===== config.mk =====
export PLATFORM = sky130hd
export DESIGN_NAME = triangle_tangent_basis_flat
export DESIGN_NICKNAME = d
export VERILOG_FILES = /design/src/rtl/core/tbn_pkg.sv /design/src/rtl/core/tbn_vtx_if.sv /design/src/rtl/core/tbn_res_if.sv /design/src/rtl/core/tbn_divider.sv /design/src/rtl/core/triangle_tangent_basis.sv /design/src/flat_wrapper.sv
export VERILOG_INCLUDE_DIRS = /design/src /design/src/rtl/core
export SDC_FILE = /design/constraint.sdc
export NUM_CORES = 2
export LEC_CHECK = 0
export BUFFER_PORTS_ARGS = -buffer_cell sky130_fd_sc_hd__clkbuf_2
export CORE_MARGIN = 2
export CORE_UTILIZATION = 43
export CTS_CLUSTER_SIZE = 24
export DETAILED_ROUTE_END_ITERATION = 10
export HOLD_SLACK_MARGIN = 0.02
export PLACE_DENSITY = 0.6
export SLEW_MARGIN = 20
export SYNTH_ARGS = -nofsm -noshare
export SYNTH_HDL_FRONTEND = slang
export SYNTH_SLANG_ARGS = --single-unit

===== constraint.sdc =====
create_clock -name clk -period 34.8 [get_ports clk]
set_clock_uncertainty 0.15 [all_clocks]
set_input_delay 5.22 -clock clk [delete_from_list [all_inputs] [get_ports clk]]
set_output_delay 5.22 -clock clk [all_outputs]
set_load 0.03 [all_outputs]

===== src/rtl/core/triangle_tangent_basis_defines.svh =====
// Assertion macros shared by tbn_divider.sv and triangle_tangent_basis.sv.
`ifndef TRIANGLE_TANGENT_BASIS_DEFINES_SVH
`define TRIANGLE_TANGENT_BASIS_DEFINES_SVH

// Same-cycle implication, disabled during reset.
`define TBN_ASSERT_NOW(label, ante, cons) \
	label: assert property (@(posedge clk) disable iff (!arst_n) (ante) |-> (cons)) \
		else $error("tbn assertion failed");

// Next-cycle implication, disabled during reset.
`define TBN_ASSERT_NEXT(label, ante, cons) \
	label: assert property (@(posedge clk) disable iff (!arst_n) (ante) |=> (cons)) \
		else $error("tbn assertion failed");

`endif


===== src/rtl/core/tbn_pkg.sv =====
package tbn_pkg;

	localparam int POS_W      = 16;
	localparam int UV_W       = 16;
	localparam int OUT_W      = 32;
	localparam int POS_FRAC   = POS_W / 2;
	localparam int UV_FRAC    = UV_W - 4;
	localparam int OUT_FRAC   = OUT_W / 2;
	localparam int QUOT_SHIFT = OUT_FRAC + UV_FRAC - POS_FRAC;
	localparam int OVF_SH     = OUT_W - QUOT_SHIFT;

	localparam int EDGE_W = POS_W + 1;
	localparam int UVE_W  = UV_W + 1;
	localparam int MOP_W  = (EDGE_W > UVE_W) ? EDGE_W : UVE_W;
	localparam int PROD_W = 2 * MOP_W;
	localparam int NUM_W  = PROD_W + 1;
	localparam int CNT_W  = $clog2(OUT_W);

	typedef struct packed {
		logic                    start;
		logic signed [NUM_W-1:0] num;
		logic signed [NUM_W-1:0] den;
	} tbn_div_req_t;

	typedef struct packed {
		logic                    done;
		logic signed [OUT_W-1:0] quot;
	} tbn_div_rsp_t;

endpackage


===== src/rtl/core/tbn_vtx_if.sv =====
interface tbn_vtx_if import tbn_pkg::*; ();
	logic                   valid;
	logic                   ready;
	logic signed [POS_W-1:0] pos_x;
	logic signed [POS_W-1:0] pos_y;
	logic signed [POS_W-1:0] pos_z;
	logic signed [UV_W-1:0]  tex_u;
	logic signed [UV_W-1:0]  tex_v;

	modport source (output valid, pos_x, pos_y, pos_z, tex_u, tex_v, input ready);
	modport sink (input valid, pos_x, pos_y, pos_z, tex_u, tex_v, output ready);
endinterface


===== src/rtl/core/tbn_res_if.sv =====
interface tbn_res_if import tbn_pkg::*; ();
	logic                    valid;
	logic                    ready;
	logic signed [OUT_W-1:0] tangent_x;
	logic signed [OUT_W-1:0] tangent_y;
	logic signed [OUT_W-1:0] tangent_z;
	logic signed [OUT_W-1:0] bitangent_x;
	logic signed [OUT_W-1:0] bitangent_y;
	logic signed [OUT_W-1:0] bitangent_z;
	logic                    degenerate;

	modport source (output valid, tangent_x, tangent_y, tangent_z, bitangent_x,
		bitangent_y, bitangent_z, degenerate, input ready);
	modport sink (input valid, tangent_x, tangent_y, tangent_z, bitangent_x,
		bitangent_y, bitangent_z, degenerate, output ready);
endinterface


===== src/rtl/core/tbn_divider.sv =====
`include "triangle_tangent_basis_defines.svh"

module tbn_divider import tbn_pkg::*; (
	input  logic         clk,
	input  logic         arst_n,
	input  tbn_div_req_t req,
	output tbn_div_rsp_t rsp
);

	logic             busy_q;
	logic             fin_q;
	logic [CNT_W-1:0] cnt_q;
	logic [NUM_W-1:0] rem_q;
	logic [NUM_W-1:0] ad_q;
	logic [OUT_W-1:0] low_q;
	logic [OUT_W-1:0] q_q;
	logic             neg_q;
	logic             ovf_q;
	logic             done_q;
	logic signed [OUT_W-1:0] quot_q;

	logic [NUM_W-1:0] an;
	logic [NUM_W-1:0] ad;
	logic             ovf;
	logic [NUM_W:0]   trial;
	logic             take;
	logic [NUM_W:0]   rem2;
	logic             rnd;
	logic [OUT_W:0]   qr;
	logic [OUT_W:0]   lim;
	logic [OUT_W:0]   mag;

	always_comb begin
		an = req.num[NUM_W-1] ? NUM_W'(-req.num) : NUM_W'(req.num);
		ad = req.den[NUM_W-1] ? NUM_W'(-req.den) : NUM_W'(req.den);
		// The quotient cannot fit the output when |num| >= |den| * 2^OVF_SH.
		ovf = {{OVF_SH{1'b0}}, an} >= {ad, {OVF_SH{1'b0}}};
		trial = {rem_q, low_q[OUT_W-1]};
		take = trial >= {1'b0, ad_q};
		rem2 = {rem_q, 1'b0};
		rnd = rem2 >= {1'b0, ad_q};
		qr = {1'b0, q_q} + (OUT_W+1)'(rnd);
		lim = neg_q ? ((OUT_W+1)'(1) << (OUT_W-1)) : (((OUT_W+1)'(1) << (OUT_W-1)) - 1'b1);
		mag = (ovf_q || qr > lim) ? lim : qr;
	end

	always_ff @(posedge clk or negedge arst_n) begin
		if (!arst_n) begin
			busy_q <= 1'b0;
			fin_q  <= 1'b0;
			cnt_q  <= '0;
			done_q <= 1'b0;
		end else begin
			done_q <= 1'b0;
			if (req.start) begin
				busy_q <= 1'b1;
				cnt_q  <= '0;
			end else if (busy_q) begin
				cnt_q <= cnt_q + 1'b1;
				if (cnt_q == CNT_W'(OUT_W-1)) begin
					busy_q <= 1'b0;
					fin_q  <= 1'b1;
				end
			end else if (fin_q) begin
				fin_q  <= 1'b0;
				done_q <= 1'b1;
			end
		end
	end

	always_ff @(posedge clk) begin
		if (req.start) begin
			neg_q <= req.num[NUM_W-1] ^ req.den[NUM_W-1];
			ovf_q <= ovf;
			ad_q  <= ad;
			rem_q <= an >> OVF_SH;
			low_q <= {an[OVF_SH-1:0], {QUOT_SHIFT{1'b0}}};
			q_q   <= '0;
		end else if (busy_q) begin
			rem_q <= take ? NUM_W'(trial - {1'b0, ad_q}) : NUM_W'(trial);
			low_q <= {low_q[OUT_W-2:0], 1'b0};
			q_q   <= {q_q[OUT_W-2:0], take};
		end
		if (fin_q) begin
			quot_q <= neg_q ? OUT_W'(-mag) : OUT_W'(mag);
		end
	end

	assign rsp.done = done_q;
	assign rsp.quot = quot_q;

	`TBN_ASSERT_NOW(a_no_start_busy, req.start, !busy_q && !fin_q)
	`TBN_ASSERT_NEXT(a_done_pulse, done_q, !done_q)
	`TBN_ASSERT_NEXT(a_start_runs, req.start, busy_q)

endmodule


===== src/rtl/core/triangle_tangent_basis.sv =====
// Tangent and bitangent of textured triangles.
// Channel vtx carries vertices (position Q8.8, texture coordinate Q4.12);
// every three accepted transactions form one triangle. Channel res carries
// one result per triangle: tangent and bitangent in Q16.16, saturated, plus
// a degenerate flag that is set, with zero vectors, when the UV determinant
// is zero.
// The first two corners are taken in one cycle each. The third corner starts
// the computation: one shared multiplier forms the determinant and then each
// of the six numerators from two products, taken one at a time (S_MUL1,
// S_MUL2) and subtracted (S_SUB), and a bit-serial divider divides each
// numerator by the determinant. A full triangle raises res.valid after the
// sixth quotient is stored; a degenerate one skips the divisions. vtx.ready
// is low while this runs, until the result moves to the output register.
// The result sits in an output register; if the receiver stalls, the block
// still takes and computes the next triangle; a finished one waits until the
// register is free. Reset clears the held corner count and the output valid.
`include "triangle_tangent_basis_defines.svh"

module triangle_tangent_basis import tbn_pkg::*; (
	input  logic      clk,
	input  logic      arst_n,
	tbn_vtx_if.sink   vtx,
	tbn_res_if.source res
);

	localparam logic [2:0] S_IDLE = 3'd0;
	localparam logic [2:0] S_MUL1 = 3'd1;
	localparam logic [2:0] S_MUL2 = 3'd2;
	localparam logic [2:0] S_SUB  = 3'd3;
	localparam logic [2:0] S_DIV  = 3'd4;
	localparam logic [2:0] S_DONE = 3'd5;

	logic [2:0] state_q;
	logic [2:0] k_q;
	logic [1:0] cnt_q;

	logic signed [POS_W-1:0] cpos_q [2][3];
	logic signed [UV_W-1:0]  cuv_q  [2][2];
	logic signed [EDGE_W-1:0] dp1_q [3];
	logic signed [EDGE_W-1:0] dp2_q [3];
	logic signed [UVE_W-1:0]  du1_q, dv1_q, du2_q, dv2_q;

	logic signed [PROD_W-1:0] prod_q;
	logic signed [NUM_W-1:0]  acc_q;
	logic signed [NUM_W-1:0]  num_q;
	logic signed [NUM_W-1:0]  det_q;
	logic                     start_q;
	logic signed [OUT_W-1:0]  vec_q [6];
	logic                     deg_q;

	logic                    ov_q;
	logic signed [OUT_W-1:0] ovec_q [6];
	logic                    odeg_q;

	logic signed [POS_W-1:0] p_in [3];
	logic signed [MOP_W-1:0] a1, b1, a2, b2, opa, opb;
	logic signed [NUM_W-1:0] diff;
	logic                    accept;
	logic                    out_free;
	logic [1:0]              j;

	tbn_div_req_t div_req;
	tbn_div_rsp_t div_rsp;

	assign vtx.ready = (state_q == S_IDLE);
	assign accept    = vtx.valid && vtx.ready;
	assign out_free  = !ov_q || res.ready;

	assign p_in[0] = vtx.pos_x;
	assign p_in[1] = vtx.pos_y;
	assign p_in[2] = vtx.pos_z;

	// Component k: 0 is the determinant, 1..3 tangent x/y/z, 4..6 bitangent x/y/z.
	always_comb begin
		j  = 2'd0;
		a1 = MOP_W'(du1_q);
		b1 = MOP_W'(dv2_q);
		a2 = MOP_W'(dv1_q);
		b2 = MOP_W'(du2_q);
		case (k_q) inside
			[3'd1:3'd3]: begin
				j  = 2'(k_q - 3'd1);
				a1 = MOP_W'(dp1_q[j]);
				b1 = MOP_W'(dv2_q);
				a2 = MOP_W'(dp2_q[j]);
				b2 = MOP_W'(dv1_q);
			end
			[3'd4:3'd6]: begin
				j  = 2'(k_q - 3'd4);
				a1 = MOP_W'(dp2_q[j]);
				b1 = MOP_W'(du1_q);
				a2 = MOP_W'(dp1_q[j]);
				b2 = MOP_W'(du2_q);
			end
			default: ;
		endcase
		opa  = (state_q == S_MUL1) ? a1 : a2;
		opb  = (state_q == S_MUL1) ? b1 : b2;
		diff = acc_q - NUM_W'(prod_q);
	end

	assign div_req.start = start_q;
	assign div_req.num   = num_q;
	assign div_req.den   = det_q;

	tbn_divider u_div (
		.clk    (clk),
		.arst_n (arst_n),
		.req    (div_req),
		.rsp    (div_rsp)
	);

	always_ff @(posedge clk or negedge arst_n) begin
		if (!arst_n) begin
			state_q <= S_IDLE;
			k_q     <= '0;
			cnt_q   <= '0;
			start_q <= 1'b0;
			ov_q    <= 1'b0;
		end else begin
			start_q <= 1'b0;
			if (state_q == S_DONE && out_free) begin
				ov_q <= 1'b1;
			end else if (ov_q && res.ready) begin
				ov_q <= 1'b0;
			end
			unique case (state_q)
				S_IDLE: begin
					if (accept) begin
						if (cnt_q == 2'd2) begin
							cnt_q   <= '0;
							k_q     <= '0;
							state_q <= S_MUL1;
						end else begin
							cnt_q <= cnt_q + 1'b1;
						end
					end
				end
				S_MUL1: state_q <= S_MUL2;
				S_MUL2: state_q <= S_SUB;
				S_SUB: begin
					if (k_q == 3'd0) begin
						if (diff == '0) begin
							state_q <= S_DONE;
						end else begin
							k_q     <= 3'd1;
							state_q <= S_MUL1;
						end
					end else begin
						start_q <= 1'b1;
						state_q <= S_DIV;
					end
				end
				S_DIV: begin
					if (div_rsp.done) begin
						if (k_q == 3'd6) begin
							state_q <= S_DONE;
						end else begin
							k_q     <= k_q + 1'b1;
							state_q <= S_MUL1;
						end
					end
				end
				S_DONE: begin
					if (out_free) begin
						state_q <= S_IDLE;
					end
				end
				default: state_q <= S_IDLE;
			endcase
		end
	end

	always_ff @(posedge clk) begin
		if (accept) begin
			if (cnt_q != 2'd2) begin
				for (int i = 0; i < 3; i++) begin
					cpos_q[cnt_q[0]][i] <= p_in[i];
				end
				cuv_q[cnt_q[0]][0] <= vtx.tex_u;
				cuv_q[cnt_q[0]][1] <= vtx.tex_v;
			end else begin
				for (int i = 0; i < 3; i++) begin
					dp1_q[i] <= EDGE_W'(cpos_q[1][i]) - EDGE_W'(cpos_q[0][i]);
					dp2_q[i] <= EDGE_W'(p_in[i]) - EDGE_W'(cpos_q[0][i]);
				end
				du1_q <= UVE_W'(cuv_q[1][0]) - UVE_W'(cuv_q[0][0]);
				dv1_q <= UVE_W'(cuv_q[1][1]) - UVE_W'(cuv_q[0][1]);
				du2_q <= UVE_W'(vtx.tex_u) - UVE_W'(cuv_q[0][0]);
				dv2_q <= UVE_W'(vtx.tex_v) - UVE_W'(cuv_q[0][1]);
			end
		end
		if (state_q == S_MUL1 || state_q == S_MUL2) begin
			prod_q <= opa * opb;
		end
		if (state_q == S_MUL2) begin
			acc_q <= NUM_W'(prod_q);
		end
		if (state_q == S_SUB) begin
			if (k_q == 3'd0) begin
				det_q <= diff;
				deg_q <= (diff == '0);
				if (diff == '0) begin
					for (int i = 0; i < 6; i++) begin
						vec_q[i] <= '0;
					end
				end
			end else begin
				num_q <= diff;
			end
		end
		if (state_q == S_DIV && div_rsp.done) begin
			vec_q[k_q - 3'd1] <= div_rsp.quot;
		end
		if (state_q == S_DONE && out_free) begin
			ovec_q <= vec_q;
			odeg_q <= deg_q;
		end
	end

	assign res.valid       = ov_q;
	assign res.tangent_x   = ovec_q[0];
	assign res.tangent_y   = ovec_q[1];
	assign res.tangent_z   = ovec_q[2];
	assign res.bitangent_x = ovec_q[3];
	assign res.bitangent_y = ovec_q[4];
	assign res.bitangent_z = ovec_q[5];
	assign res.degenerate  = odeg_q;

	`TBN_ASSERT_NEXT(a_third_starts, accept && cnt_q == 2'd2, state_q == S_MUL1)
	`TBN_ASSERT_NOW(a_deg_zero, ov_q && odeg_q, ovec_q[0] == '0 && ovec_q[5] == '0)
	`TBN_ASSERT_NOW(a_div_in_div, div_rsp.done, state_q == S_DIV)

endmodule

===== src/flat_wrapper.sv =====
// flat-port wrapper written by rule: the top's interface ports become plain ports
module triangle_tangent_basis_flat import tbn_pkg::*;
  (clk, arst_n, vtx_valid, vtx_pos_x, vtx_pos_y, vtx_pos_z, vtx_tex_u, vtx_tex_v, vtx_ready, res_valid, res_tangent_x, res_tangent_y, res_tangent_z, res_bitangent_x, res_bitangent_y, res_bitangent_z, res_degenerate, res_ready);
  tbn_vtx_if vtx_i ();
  tbn_res_if res_i ();
  input  logic clk;
  input  logic arst_n;
  input wire logic [$bits(vtx_i.valid)-1:0] vtx_valid;
  input wire logic [$bits(vtx_i.pos_x)-1:0] vtx_pos_x;
  input wire logic [$bits(vtx_i.pos_y)-1:0] vtx_pos_y;
  input wire logic [$bits(vtx_i.pos_z)-1:0] vtx_pos_z;
  input wire logic [$bits(vtx_i.tex_u)-1:0] vtx_tex_u;
  input wire logic [$bits(vtx_i.tex_v)-1:0] vtx_tex_v;
  output wire logic [$bits(vtx_i.ready)-1:0] vtx_ready;
  output wire logic [$bits(res_i.valid)-1:0] res_valid;
  output wire logic [$bits(res_i.tangent_x)-1:0] res_tangent_x;
  output wire logic [$bits(res_i.tangent_y)-1:0] res_tangent_y;
  output wire logic [$bits(res_i.tangent_z)-1:0] res_tangent_z;
  output wire logic [$bits(res_i.bitangent_x)-1:0] res_bitangent_x;
  output wire logic [$bits(res_i.bitangent_y)-1:0] res_bitangent_y;
  output wire logic [$bits(res_i.bitangent_z)-1:0] res_bitangent_z;
  output wire logic [$bits(res_i.degenerate)-1:0] res_degenerate;
  input wire logic [$bits(res_i.ready)-1:0] res_ready;
  assign vtx_i.valid = vtx_valid;
  assign vtx_i.pos_x = vtx_pos_x;
  assign vtx_i.pos_y = vtx_pos_y;
  assign vtx_i.pos_z = vtx_pos_z;
  assign vtx_i.tex_u = vtx_tex_u;
  assign vtx_i.tex_v = vtx_tex_v;
  assign vtx_ready = vtx_i.ready;
  assign res_valid = res_i.valid;
  assign res_tangent_x = res_i.tangent_x;
  assign res_tangent_y = res_i.tangent_y;
  assign res_tangent_z = res_i.tangent_z;
  assign res_bitangent_x = res_i.bitangent_x;
  assign res_bitangent_y = res_i.bitangent_y;
  assign res_bitangent_z = res_i.bitangent_z;
  assign res_degenerate = res_i.degenerate;
  assign res_i.ready = res_ready;
  triangle_tangent_basis u_core (.clk(clk), .arst_n(arst_n), .vtx(vtx_i), .res(res_i));
endmodule

Yosys cells after proc, flatten, opt, wreduce, memory -nomap -nowiden
Memories as Yosys holds them, arrays and structs flattened.
Index checks and enable logic that the tools add are counted.
{ "classes": {"addsub": 21, "mul": 1, "order_cmp": 10, "n_eq_ne": 17, "muxes": 62, "n_bitwise": 5, "n_reduce_logical": 24} }
{ "ops": {"columns": ["op", "n"], "rows": [
  ["$mux 192", 4],
  ["$bwmux 192", 1],
  ["$mux 32", 6],
  ["$sub 16x16->17", 10],
  ["$mux 17", 9],
  ["$mux 35", 3],
  ["$demux 32 s3", 1],
  ["$ge 36x35->1", 2],
  ["$neg 35->35", 2],
  ["$ge 35x47->1", 1],
  ["$mux 23", 2],
  ["$mux 3", 13],
  ["$logic_not 35->1", 1],
  ["$sub 34x34->35", 1],
  ["$sub 35x35->35", 1],
  ["$mul 17x17->34", 1],
  ["$add 32x1->33", 1],
  ["$gt 33x32->1", 1],
  ["$neg 32->32", 1],
  ["$mux 1", 18],
  ["$pmux 3 s6", 1],
  ["$ne 2x2->1 const B", 7],
  ["$mux 5", 2],
  ["$reduce_and 2->1", 5],
  ["other kinds (30)", 46]
]} }
{ "totals": {"reg_bits": 758, "ram_bits": 262, "in_bits": 84, "out_inout_bits": 195, "elab_cells": 183, "memories": 4} }
{ "memory_table": {"columns": ["memory", "words", "word_bits", "read_ports", "rd_clocked_by_memory_dff", "wr", "line", "rtl"], "rows": [
  ["u_core.cpos_q", 2, 48, 2, 0, 1, "triangle_tangent_basis.sv:37", "logic signed [POS_W-1:0] cpos_q [2][3];"],
  ["u_core.cuv_q", 2, 32, 2, 0, 1, "triangle_tangent_basis.sv:38", "logic signed [UV_W-1:0] cuv_q [2][2];"],
  ["u_core.dp1_q", 3, 17, 2, 0, 3, "triangle_tangent_basis.sv:39", "logic signed [EDGE_W-1:0] dp1_q [3];"],
  ["u_core.dp2_q", 3, 17, 2, 0, 3, "triangle_tangent_basis.sv:40", "logic signed [EDGE_W-1:0] dp2_q [3];"]
]} }

Depth between registers and ports, before layout
{ "depth": {"word_depth": 8, "mapped_depth": 40, "depth_no_buf": 38} }

Hierarchy
Synthesis repeated with hierarchy kept, for this count alone.
{ "hier_totals": {"hier_cells": 6154, "area_unflattened_um2": 62469.9} }
{ "modules_own_cells": {"columns": ["module", "instances", "cells_per_inst", "area_each_um2"], "rows": [
  ["triangle_tangent_basis", 1, 4701, 49964.2],
  ["tbn_divider", 1, 1453, 12505.7]
]} }

Worst setup path after synthesis
Ideal clock, no wire load.
{ "synth_path": {"kind": "input to register", "startpoint": "input port vtx_valid", "endpoint": "memory u_core.dp1_q[0][0] (netlist bit), enable pin", "arrival_ns": 17.676, "required_time_ns": 33.707, "setup_slack_ns": 16.030, "path_stages": 2, "path_cell_list": "nand2_1 -> nor3b_1"} }
{ "synth_rtl": {"columns": ["item", "line", "rtl"], "rows": [
  ["start: declaration", "flat_wrapper.sv:8", "input wire logic [$bits(vtx_i.valid)-1:0] vtx_valid;"],
  ["end: declaration", "triangle_tangent_basis.sv:39", null]
]} }

Worst setup path after layout
{ "layout_path": {"startpoint": "register u_core.k_q[0]", "endpoint": "register u_core.prod_q[33] (data pin)"} }
{ "layout_between": {"elab_chain_cells": 6, "elab_cells_between_ends": 20} }
{ "layout_rtl": {"columns": ["item", "line", "rtl"], "rows": [
  ["start: declaration", "triangle_tangent_basis.sv:34", "logic [2:0] k_q;"],
  ["start signal: assignment", "triangle_tangent_basis.sv:159", "k_q <= k_q + 1'b1;"],
  ["$sub 2x1->2 (tied with other cells)", "triangle_tangent_basis.sv:89", "j = 2'(k_q - 3'd4);"],
  ["$mem_v2 3x17 (tied with other cells)", null, null],
  ["$mux 17 (2 in a row)", "triangle_tangent_basis.sv:80", "case (k_q) inside"],
  ["$mux 17, on equally long branches", "triangle_tangent_basis.sv:97, triangle_tangent_basis.sv:98", null],
  ["$mul 17x17->34 *", "triangle_tangent_basis.sv:194", "prod_q <= opa * opb;"],
  ["end signal: assignment", "triangle_tangent_basis.sv:194", null],
  ["end: declaration", "triangle_tangent_basis.sv:43", "logic signed [PROD_W-1:0] prod_q;"]
]} }
Mark *: on every way between the ends. The rest lies on a longest branch, timed or not.
A chain may end at the register's enable or synchronous reset.

==> metrics.cfg <==
[finish]
area_growth_pct = 11.74
fillers = 13310
diodes = 0
finalNetCount = 7060
drive_gt1_share_pct = 9.745
fin_area_um2 = 70240

[critical_path]
critPathArrivalTime_ps = 10290
cpMaxStageDelayCell = dfrtp_4
max_stage_delay_ps = 1110
required_ps = 35130
worstSetupPathType = reg2reg
cp_max_fo = 81
r2r_slack_ps = 24840
end_kind = flop
cp-start-kind = flop
cp_common_cell = fa_1

[timing]
tightest_slew_ps = 1212
setup-violations-final = 0
fmax_mhz = 100.4
setup-tns-final_ps = 0
finalHoldViolations = 0
slew_headroom_pct = 18.66
rsz0062_at_grt = false
post-route-period-util_pct = 28.61
min_period_ps = 9957
maxSlewViolCount = 0

[drt]
ant_nets = 0
viasPerCell = 5.307
drt_iter0_drc = 2783
vias = 44050
wl_mm = 153.9
dr.pass1.iters = 5
drt-wirelength-per-cell_um = 18.54
drc_errors = 0

[clocking]
postCtsHoldBufs = 0
cts_root_buf = clkbuf_16
clkTransAtPathRegs_ps = 60
postCtsSetupRepairBufs = 0
clockBufferDepth = 3
clock-sinks = 1020
cts_buffers = 109
cts_resized = 0
h-tree-depth = 3
tritoncts = done
insertion_delay_ps = 770

[status]
status = finished, final reports clean

[grt]
grt_pass1_vias = 43900
grt_max_degree = 193
grt-ovfl-total = 0
antenna_found_initial = 3
grt_pass1_wl_mm = 243.6
grt.total_usage_pct = 20.59

[yosys]
netlist_instances = 6054
ys_warn_count = 0
synth_largest_area_cell = edfxtp_1
synth-seq-area-share_pct = 44.82
netlist.area_leader.share_pct = 36.59
post_synth.cell_area_avg_um2 = 10.38
ys_ff_latch = 1020
synth_enable_flop_cells = 766
synth_common_cells = inv_1 (856), edfxtp_1 (766), nand2_1 (591)
yosysUniqueCellTypes = 85
yosysMostFrequentCell = inv_1
synthFlopType = edfxtp_1
synth.cell_area_um2 = 62860
synthTopCellsByArea = edfxtp_1 (37%), fa_1 (9.8%), ha_1 (7.6%), dfxtp_1 (7.5%), inv_1 (5.1%)
async_flop_share_pct = 1.765
syn-num-nets = 6827

[place]
place_area_um2 = 66400
hpwl_mm = 114.2
io_buffers = 278
gp_congestion = 0.9047

[floorplanning]
dieArea_um2 = 149300
core_um2 = 145400
dieWidth_um = 386.3
ios = 279
dieHeight_um = 386.3
start_util_pct = 43.24
fp-row-count = 140

[run]
cap_violations = 0

[hold_path]
hp-class = reg2reg

[worst paths after layout]
kind                                  start                    endpoint  cells past startpoint
setup / recovery              u_core.k_q[0]           u_core.prod_q[33]                     27
max in group asynchronous            arst_n              u_core.start_q                      1
hold / removal             u_core.vec_q[74]  u_core.res.bitangent_x[10]                      0
min in group asynchronous            arst_n       u_core.u_div.cnt_q[1]                      1
setup reg to reg              u_core.k_q[0]           u_core.prod_q[33]                     27
hold reg to reg            u_core.vec_q[74]  u_core.res.bitangent_x[10]                      0
[sequential cells by signal, indices dropped and copies added (netlist names), 32 cells and up]
name,cells
u_core.cpos_q,96
u_core.res.tangent_y,32
u_core.u_div.rem_q,35
u_core.acc_q,34
u_core.res.tangent_z,32
u_core.dp2_q,51
u_core.u_div.quot_q,32
u_core.res.tangent_x,32
u_core.dp1_q,51
u_core.res.bitangent_y,32
u_core.cuv_q,64
u_core.res.bitangent_z,32
u_core.vec_q,192
u_core.u_div.q_q,32
u_core.u_div.ad_q,35
u_core.det_q,35
u_core.res.bitangent_x,32
u_core.num_q,35
u_core.prod_q,34
[cells by family after synthesis]
family	share of synthesized area, %
simple gates	12.54
compound gates	12.38
buf+inv	6.509
flops	44.82
fa+ha+maj	17.39
xor+xnor	3.887
mux	2.468
[stage by stage]
| stage | setup WS (ps) | cells | utilization, % | hold WS, ps |
|---|---|---|---|---|
| 6_report | 24840 | 8300 | 48.31 | 244.8 |
| 5_1_grt | 24190 | 8300 | 48.31 | 255.2 |
| 4_1_cts | 24890 | 8299 | 48.28 | 237.1 |
| 3_5_place_dp | 24870 | 8092 | 45.67 | 254.5 |
| 3_3_place_gp | 25040 | 8092 | 45.67 | 259.4 |
| 2_1_floorplan | 16030 | 6054 | - | 250.3 |
[metal layers]
metal / vias to the layer above / global-route usage, % / routed length (um)
met1: 21310 / 27.10 / 68340
met2: 976 / 35.07 / 74180
met5: - / 0 / 0
met4: 0 / 6.869 / 4988
met3: 244 / 2.622 / 6381
li1: 21520 / - / -
[cell type report]
class / count / area, um2 / share of cell area [%]
clock buffers: 142 / 2952 / 4.202
clock inverters: 65 / 844.6 / 1.202
inverters: 858 / 3221 / 4.585
multi-input cells: 3959 / 30750 / 43.77
flip-flops and latches: 1020 / 28190 / 40.13
well taps: 1917 / 2399 / 3.415
repair buffers: 339 / 1894 / 2.697
[placed cells by master, fill, tap and decap left out, types with 84 or more instances in the layout]
master     netlist  layout
edfxtp_1       766     766
xor2_1          84      84
nor2_1         433     428
clkbuf_16        0     109
o31ai_1        226     226
ha_1           381     380
nor2b_1        101      98
inv_1          856     856
a21oi_1        251     246
fa_1           308     308
nor3_1         126     120
clkbuf_2         0     278
o21ai_0        186     185
mux2i_1        101     100
nand2_1        591     591
xnor2_1        195     195
nand3_1         99      99
dfxtp_1        236     236
[worst max-delay path: cells and delay by family, from the launching register on]
kind / cells / cell delay, ps
buf+inv: 5 / 930
fa+ha+maj: 8 / 3940
compound gates: 7 / 2470
flops: 1 / 1110
simple gates: 6 / 900
xor+xnor: 1 / 140
Power is not shown: default switching activity piles up to over one toggle a cycle in this logic, so the estimate is an artifact.
